==> config.mk <==
export PLATFORM = sky130hd
export DESIGN_NAME = record_selection_sort_top
export DESIGN_NICKNAME = d
export VERILOG_FILES = /design/src/hw/rtl/rss_pkg.sv /design/src/hw/rtl/rss_ram.sv /design/src/hw/rtl/rss_front.sv /design/src/hw/rtl/rss_queue.sv /design/src/hw/rtl/rss_back.sv /design/src/hw/rtl/record_selection_sort_top.sv
export SDC_FILE = /design/constraint.sdc
export NUM_CORES = 2
export LEC_CHECK = 0
export BUFFER_PORTS_ARGS = -buffer_cell sky130_fd_sc_hd__buf_2
export CAP_MARGIN = 20
export CELL_PAD_IN_SITES_DETAIL_PLACEMENT = 2
export CELL_PAD_IN_SITES_GLOBAL_PLACEMENT = 2
export CORE_UTILIZATION = 45
export DETAILED_ROUTE_END_ITERATION = 6
export PLACE_DENSITY = 0.77
export REMOVE_ABC_BUFFERS = 1
export SYNTH_ARGS = -nofsm -noshare
export SYNTH_HDL_FRONTEND = slang
export SYNTH_SLANG_ARGS = --single-unit
==> constraint.sdc <==
create_clock -name clk -period 7.53 [get_ports clk]
set_input_delay 1.8825 -clock clk [delete_from_list [all_inputs] [get_ports clk]]
set_output_delay 1.8825 -clock clk [all_outputs]
set_load 0.005 [all_outputs]
==> src/hw/rtl/rss_pkg.sv <==
package rss_pkg;

	localparam int MAX_ITEMS_DEF = 64;
	localparam int FIELD_W = 16;
	localparam int QUEUE_DEPTH = 2;

	typedef struct packed {
		logic [FIELD_W-1:0] weight;
		logic [FIELD_W-1:0] cost;
	} rec_t;

	localparam int REC_W = $bits(rec_t);

	// One classified request as it travels from the front to the back.
	typedef struct packed {
		logic keep;
		logic last;
		logic ovf;
		rec_t rec;
	} cmd_t;

endpackage

==> src/hw/rtl/rss_ram.sv <==
module rss_ram #(
	parameter int WIDTH = 32,
	parameter int DEPTH = 64
) (
	input  logic                     clk,
	input  logic                     we,
	input  logic [$clog2(DEPTH)-1:0] waddr,
	input  logic [WIDTH-1:0]         wdata,
	input  logic [$clog2(DEPTH)-1:0] raddr,
	output logic [WIDTH-1:0]         rdata
);

	logic [WIDTH-1:0] mem_q [DEPTH];

	always_ff @(posedge clk) begin
		if (we) begin
			mem_q[waddr] <= wdata;
		end
		rdata <= mem_q[raddr];
	end

endmodule

==> src/hw/rtl/rss_front.sv <==
module rss_front #(
	parameter int MAX_ITEMS = rss_pkg::MAX_ITEMS_DEF
) (
	input  logic                        clk,
	input  logic                        arst_n,
	input  logic                        accept,
	input  logic [rss_pkg::FIELD_W-1:0] weight,
	input  logic [rss_pkg::FIELD_W-1:0] cost,
	input  logic                        last_item,
	output rss_pkg::cmd_t               cmd
);

	import rss_pkg::*;

	localparam int CNT_W = $clog2(MAX_ITEMS + 1);

	logic [CNT_W-1:0] cnt_q;
	logic             drop_q;
	logic             keep;

	assign keep = (cnt_q < CNT_W'(MAX_ITEMS));

	always_comb begin
		cmd.keep = keep;
		cmd.last = last_item;
		cmd.ovf = drop_q | ~keep;
		cmd.rec.weight = weight;
		cmd.rec.cost = cost;
	end

	// The front counts kept records per set so each request leaves already classified.
	always_ff @(posedge clk or negedge arst_n) begin
		if (!arst_n) begin
			cnt_q <= '0;
			drop_q <= 1'b0;
		end else if (accept) begin
			if (last_item) begin
				cnt_q <= '0;
				drop_q <= 1'b0;
			end else if (keep) begin
				cnt_q <= cnt_q + 1'b1;
			end else begin
				drop_q <= 1'b1;
			end
		end
	end

endmodule

==> src/hw/rtl/rss_queue.sv <==
module rss_queue (
	input  logic          clk,
	input  logic          arst_n,
	input  logic          push,
	input  rss_pkg::cmd_t push_cmd,
	input  logic          pop,
	output rss_pkg::cmd_t head_cmd,
	output logic          empty,
	output logic          full
);

	import rss_pkg::*;

	localparam int PTR_W = $clog2(QUEUE_DEPTH);
	localparam int LVL_W = $clog2(QUEUE_DEPTH + 1);

	cmd_t             entry_q [QUEUE_DEPTH];
	logic [PTR_W-1:0] wr_ptr_q;
	logic [PTR_W-1:0] rd_ptr_q;
	logic [LVL_W-1:0] level_q;

	assign empty = (level_q == '0);
	assign full = (level_q == LVL_W'(QUEUE_DEPTH));
	assign head_cmd = entry_q[rd_ptr_q];

	always_ff @(posedge clk) begin
		if (push) begin
			entry_q[wr_ptr_q] <= push_cmd;
		end
	end

	always_ff @(posedge clk or negedge arst_n) begin
		if (!arst_n) begin
			wr_ptr_q <= '0;
			rd_ptr_q <= '0;
			level_q <= '0;
		end else begin
			if (push) begin
				wr_ptr_q <= (wr_ptr_q == PTR_W'(QUEUE_DEPTH - 1)) ? '0 : wr_ptr_q + 1'b1;
			end
			if (pop) begin
				rd_ptr_q <= (rd_ptr_q == PTR_W'(QUEUE_DEPTH - 1)) ? '0 : rd_ptr_q + 1'b1;
			end
			if (push && !pop) begin
				level_q <= level_q + 1'b1;
			end else if (pop && !push) begin
				level_q <= level_q - 1'b1;
			end
		end
	end

endmodule

==> src/hw/rtl/rss_back.sv <==
module rss_back #(
	parameter int MAX_ITEMS = rss_pkg::MAX_ITEMS_DEF
) (
	input  logic                        clk,
	input  logic                        arst_n,
	input  rss_pkg::cmd_t               head_cmd,
	input  logic                        empty,
	output logic                        pop,
	output logic                        strobe,
	output logic [rss_pkg::FIELD_W-1:0] sorted_weight,
	output logic [rss_pkg::FIELD_W-1:0] sorted_cost,
	output logic                        end_of_run,
	output logic                        overflowed
);

	import rss_pkg::*;

	localparam int CNT_W = $clog2(MAX_ITEMS + 1);
	localparam int ADDR_W = $clog2(MAX_ITEMS);

	localparam logic [2:0] ST_LOAD  = 3'd0;
	localparam logic [2:0] ST_SCAN  = 3'd1;
	localparam logic [2:0] ST_DRAIN = 3'd2;
	localparam logic [2:0] ST_WR_I  = 3'd3;
	localparam logic [2:0] ST_WR_P  = 3'd4;

	logic [2:0]        state_q;
	logic [CNT_W-1:0]  fill_q;
	logic [CNT_W-1:0]  n_q;
	logic              ovf_q;
	logic [ADDR_W-1:0] i_q;
	logic [ADDR_W-1:0] k_q;
	logic [ADDR_W-1:0] pick_q;
	rec_t              min_q;
	rec_t              reci_q;
	logic              rd_vld_s1;
	logic [ADDR_W-1:0] rd_idx_s1;
	logic [ADDR_W-1:0] last_idx;
	logic              pass_done;

	logic              ram_we;
	logic [ADDR_W-1:0] ram_waddr;
	rec_t              ram_wdata;
	logic [REC_W-1:0]  ram_rdata;
	rec_t              rd_rec;

	logic              res_vld_q;
	rec_t              res_q;
	logic              res_eor_q;
	logic              res_ovf_q;

	assign last_idx = ADDR_W'(n_q - CNT_W'(1));
	assign pass_done = (i_q == last_idx);
	assign rd_rec = rec_t'(ram_rdata);
	assign pop = (state_q == ST_LOAD) && !empty;

	always_comb begin
		ram_we = 1'b0;
		ram_waddr = fill_q[ADDR_W-1:0];
		ram_wdata = head_cmd.rec;
		unique case (state_q)
			ST_LOAD: begin
				ram_we = pop && head_cmd.keep;
			end
			ST_WR_I: begin
				ram_we = (pick_q != i_q);
				ram_waddr = i_q;
				ram_wdata = min_q;
			end
			ST_WR_P: begin
				ram_we = 1'b1;
				ram_waddr = pick_q;
				ram_wdata = reci_q;
			end
			default: begin
				ram_we = 1'b0;
			end
		endcase
	end

	rss_ram #(
		.WIDTH(REC_W),
		.DEPTH(MAX_ITEMS)
	) u_ram (
		.clk  (clk),
		.we   (ram_we),
		.waddr(ram_waddr),
		.wdata(ram_wdata),
		.raddr(k_q),
		.rdata(ram_rdata)
	);

	// Running minimum of the current pass; a strict compare keeps the first minimum.
	always_ff @(posedge clk) begin
		if (rd_vld_s1) begin
			if (rd_idx_s1 == i_q) begin
				min_q <= rd_rec;
				reci_q <= rd_rec;
				pick_q <= rd_idx_s1;
			end else if (rd_rec.weight < min_q.weight) begin
				min_q <= rd_rec;
				pick_q <= rd_idx_s1;
			end
		end
		rd_idx_s1 <= k_q;
		if (state_q == ST_WR_I) begin
			res_q <= min_q;
		end
	end

	always_ff @(posedge clk or negedge arst_n) begin
		if (!arst_n) begin
			state_q <= ST_LOAD;
			fill_q <= '0;
			n_q <= '0;
			ovf_q <= 1'b0;
			i_q <= '0;
			k_q <= '0;
			rd_vld_s1 <= 1'b0;
			res_vld_q <= 1'b0;
			res_eor_q <= 1'b0;
			res_ovf_q <= 1'b0;
		end else begin
			rd_vld_s1 <= (state_q == ST_SCAN);
			res_vld_q <= (state_q == ST_WR_I);
			res_eor_q <= (state_q == ST_WR_I) && pass_done;
			if (state_q == ST_WR_I) begin
				res_ovf_q <= ovf_q;
			end
			unique case (state_q)
				ST_LOAD: begin
					if (pop) begin
						if (head_cmd.last) begin
							n_q <= head_cmd.keep ? fill_q + 1'b1 : fill_q;
							ovf_q <= head_cmd.ovf;
							fill_q <= '0;
							i_q <= '0;
							k_q <= '0;
							state_q <= ST_SCAN;
						end else if (head_cmd.keep) begin
							fill_q <= fill_q + 1'b1;
						end
					end
				end
				ST_SCAN: begin
					if (k_q == last_idx) begin
						state_q <= ST_DRAIN;
					end else begin
						k_q <= k_q + 1'b1;
					end
				end
				ST_DRAIN: begin
					state_q <= ST_WR_I;
				end
				ST_WR_I, ST_WR_P: begin
					if ((state_q == ST_WR_I) && (pick_q != i_q)) begin
						state_q <= ST_WR_P;
					end else if (pass_done) begin
						state_q <= ST_LOAD;
					end else begin
						i_q <= i_q + 1'b1;
						k_q <= i_q + 1'b1;
						state_q <= ST_SCAN;
					end
				end
				default: begin
					state_q <= ST_LOAD;
				end
			endcase
		end
	end

	assign strobe = res_vld_q;
	assign sorted_weight = res_q.weight;
	assign sorted_cost = res_q.cost;
	assign end_of_run = res_eor_q;
	assign overflowed = res_ovf_q;

endmodule

==> src/hw/rtl/record_selection_sort_top.sv <==
// Channel   Direction  Handshake                  Payload
// request   in         start high, busy low       weight, cost, last_item
// result    out        strobe, one cycle, no stall sorted_weight, sorted_cost,
//                                                  end_of_run, overflowed
//
// Each request is taken into a two-entry queue and, if kept, written to the record memory
// when the back pops it while loading. A set of n records is then sorted by one comparator
// that scans through the single memory read port. Sorted position i is shown on strobe
// the cycle after the write-back state for position i.
// busy is high while the queue is full, which happens when requests keep arriving during a sort.
// Reset clears all control state; the record memory is not cleared.
module record_selection_sort_top #(
	parameter int MAX_ITEMS = rss_pkg::MAX_ITEMS_DEF
) (
	input  logic                        clk,
	input  logic                        arst_n,
	input  logic                        start,
	output logic                        busy,
	input  logic [rss_pkg::FIELD_W-1:0] weight,
	input  logic [rss_pkg::FIELD_W-1:0] cost,
	input  logic                        last_item,
	output logic                        strobe,
	output logic [rss_pkg::FIELD_W-1:0] sorted_weight,
	output logic [rss_pkg::FIELD_W-1:0] sorted_cost,
	output logic                        end_of_run,
	output logic                        overflowed
);

	import rss_pkg::*;

	cmd_t front_cmd;
	cmd_t head_cmd;
	logic accept;
	logic q_full;
	logic q_empty;
	logic q_pop;

	assign busy = q_full;
	assign accept = start && !q_full;

	rss_front #(
		.MAX_ITEMS(MAX_ITEMS)
	) u_front (
		.clk      (clk),
		.arst_n   (arst_n),
		.accept   (accept),
		.weight   (weight),
		.cost     (cost),
		.last_item(last_item),
		.cmd      (front_cmd)
	);

	rss_queue u_queue (
		.clk     (clk),
		.arst_n  (arst_n),
		.push    (accept),
		.push_cmd(front_cmd),
		.pop     (q_pop),
		.head_cmd(head_cmd),
		.empty   (q_empty),
		.full    (q_full)
	);

	rss_back #(
		.MAX_ITEMS(MAX_ITEMS)
	) u_back (
		.clk          (clk),
		.arst_n       (arst_n),
		.head_cmd     (head_cmd),
		.empty        (q_empty),
		.pop          (q_pop),
		.strobe       (strobe),
		.sorted_weight(sorted_weight),
		.sorted_cost  (sorted_cost),
		.end_of_run   (end_of_run),
		.overflowed   (overflowed)
	);

endmodule

==> impl_metrics.tcl <==
set metrics [dict create \
    avgRoutedWirePerCell_um 48.7 \
    cts_max_level 4 \
    cts_resized 0 \
    syn_avg_cell_area_um2 23.4 \
    drv_slew 0 \
    antenna_left 0 \
    cts_tree "built" \
    outcome "complete, no violations" \
    num_rows 161 \
    worstPathArrival_ns 5.85 \
    grt_pass1_wl_um 437000 \
    crit_path_start_kind "register" \
    synthFlopType "edfxtp_1" \
    final_nets 4062 \
    vdd_drop_max_v 0.000488 \
    synthCells 3753 \
    antenna_found_initial 41 \
    synth-edff-count 2220 \
    synth_xor_area_share_pct 0.394 \
    hp-class "reg -> reg" \
    grt_usage_pct 33.2 \
    regArea_um2 68500 \
    worstPathCellList "nor2_1 -> nand2_1 -> o221ai_1 -> nand3_1 -> nand2b_1 -> nor2_4" \
    worst_slew_pin_slew_ns 1.32 \
    synth_area_um2 87900 \
    synthAdderAreaFrac_pct 0.310 \
    synth-simple-area-share_pct 1.36 \
    crit_path_max_incr_delay_ns 1.10 \
    synthArstFlopShare_pct 1.91 \
    hold_start "u_back.min_q[13]" \
    routed_via_density 6.82 \
    finalSetupViolations 0 \
    core_um2 193000 \
    reg2reg_depth 6 \
    port_buffers 71 \
    synth.area.mux_share_pct 17.3 \
    power.total_mw 45.4 \
    cts_setup_buffers 0 \
    clock_path_buffers 3 \
    dieHeight_um 444 \
    num_vias 45995 \
    end_kind "register" \
    critPathSlowestCell "nor2_4" \
    grt_max_degree 116 \
    r2r_slack_ns 2.17 \
    holdPathEnd "u_back.sorted_cost[13]" \
    clock_sinks 2302 \
    pwr_density_cell_nw_per_um2 450 \
    grt_pass1_vias 47441 \
    startpoint "u_back.state_q[1]" \
    drt_iter0_drc 6559 \
    clk_pin_slew_ns 0.07 \
    synth_top_family_by_area "multiplexers" \
    hold_depth 0 \
    fin_setup_tns_ns 0 \
    yosys.cell_types.count 61 \
    final_common_cell "edfxtp_1" \
    final_util_pct 52.2 \
    clkLatencyLatePin_ns 0.90 \
    mostFrequentLayoutCells "edfxtp_1 (2220), mux4_2 (654), clkbuf_16 (234), buf_4 (93), buf_2 (71)" \
    worstReg2RegEnd "u_back.u_ram.mem_q[16][17]" \
    critPathRequiredTime_ns 8.02 \
    wl_um 328000 \
    period_minus_slack_ns 5.36 \
    slew_headroom_pct 12.3 \
    finClkSkew_ns 0.0597 \
    rsz0062_at_grt "no" \
    pre_cts_slack_ns 2.33 \
    synth_seq_cells 2302 \
    dp_hpwl_um 187000 \
    yosysSeqAreaShare_pct 77.9 \
    cts_buffers 233 \
    drtPass1Iterations 6 \
    area_delta_synth_final_pct 14.8 \
    overflow 0 \
    critPathKind "reg -> reg" \
    finalHoldViolations 0 \
    drv_cap 0 \
    pin_count 72 \
    fillCellCount 16127 \
    max_freq_mhz 187 \
    post-route-period-util_pct 71.2 \
    die_w_um 444 \
    start_util_pct 45.5 \
    synth_compound_area_share_pct 1.53 \
    post-route-drc-count 0 \
    multi_input_area_um2 19300 \
    r2r-start "u_back.state_q[1]" \
    drive_above_1_share_pct 31.8 \
    crit_fanout 32 \
    root_buffer "clkbuf_16" \
    leakagePower_nw 31.2 \
    synth_warnings 0 \
    setup_ws_ns 2.17 \
    die_area_um2 197000 \
    cts_hold_buf 0 \
    gp_congestion 0.864 \
]
[critical path: cells and delay by family, from the launching register on]
family	cells	cell delay, ns
compound gates	1	1.09
flops	1	0.64
simple gates	5	3.18
[worst max-delay path by stage]
stage / end / slack, ns / cells after the start
floorplan: u_back.u_ram.rdata[15] / -14.08 / 6
global placement: u_back.u_ram.mem_q[3][22] / 2.92 / 7
detailed placement: u_back.u_ram.mem_q[6][17] / 2.33 / 7
CTS: u_back.u_ram.mem_q[11][28] / 2.15 / 7
global route: u_back.u_ram.mem_q[16][17] / 2.25 / 6
finish: u_back.u_ram.mem_q[16][17] / 2.17 / 6
[sequential cells by signal, summed over array words and instances (netlist names), 2 cells and up]
| signal | flops |
|---|---|
| u_back.fill_q | 6 |
| u_back.i_q | 6 |
| u_back.k_q | 6 |
| u_back.min_q | 32 |
| u_back.n_q | 6 |
| u_back.pick_q | 6 |
| u_back.rd_idx_s1 | 6 |
| u_back.reci_q | 32 |
| u_back.sorted_cost | 16 |
| u_back.sorted_weight | 16 |
| u_back.state_q | 3 |
| u_back.u_ram.mem_q | 2048 |
| u_back.u_ram.rdata | 32 |
| u_front.cnt_q | 7 |
| u_queue.entry_q | 70 |
| u_queue.level_q | 2 |
[area by class of cell]
| class | count | share of cell area (%) |
|---|---|---|
| Clock buffer | 279 | 6.03 |
| Inverter | 27 | 0.102 |
| Tap cell | 2526 | 3.13 |
| Clock inverter | 158 | 1.70 |
| Timing Repair Buffer | 212 | 2.02 |
| Multi-Input combinational cell | 1229 | 19.1 |
| Antenna cell | 9 | 0.0223 |
| Sequential cell | 2302 | 67.9 |
[logic make-up after synthesis]
kind of cell	count (synthesis)
buffers and inverters	222
DFF	2302
muxes	706
AOI/OAI and AO/OA	209
adders and majority gates	22
and+or+nand+nor	254
xor gates and xnor gates	38
[power breakdown]
| group | switching [mW] | internal (mW) | total, mW |
|---|---|---|---|
| combinational | 10.0 | 4.47 | 14.5 |
| sequential | 0.961 | 17.6 | 18.5 |
| clock | 5.49 | 6.87 | 12.4 |
[cell usage after synthesis (8+ instances only)]
cell type	number	share of area, %
a211oi_1	26	0.22
a21oi_1	38	0.22
a22oi_1	34	0.29
buf_1	26	0.11
buf_2	70	0.40
buf_4	8	0.068
clkbuf_1	88	0.38
dfrtp_1	44	1.3
dfxtp_1	38	0.87
edfxtp_1	2220	76
ha_1	21	0.30
inv_1	25	0.11
mux2i_1	50	0.57
mux4_2	654	17
nand2_1	54	0.23
nand2b_1	14	0.10
nand3_1	19	0.11
nor2_1	102	0.44
nor2b_1	19	0.14
nor3_1	8	0.046
o211ai_1	8	0.068
o21ai_0	66	0.38
xnor2_1	19	0.19
xor2_1	18	0.18
[per-layer routing]
metal / vias up / wire [um] / share of wire, % / global-route usage, %
met5: - / 203 / 0.062 / 0
met4: 32 / 20600 / 6.3 / 17.3
met3: 786 / 26600 / 8.1 / 5.93
met2: 3255 / 167000 / 51 / 56.6
met1: 25371 / 114000 / 35 / 40.6
li1: 16551 / - / - / -
[stage by stage]
stage	std cells	hold WS, ns	area [um^2]
5_1_grt	6734	0.493	101000
3_5_place_dp	6260	0.447	92400
4_1_cts	6697	0.473	100000
6_report	6742	0.489	101000
2_1_floorplan	3558	0.404	87000
3_3_place_gp	6258	0.418	92400
Power figures use the tool's default switching activity.
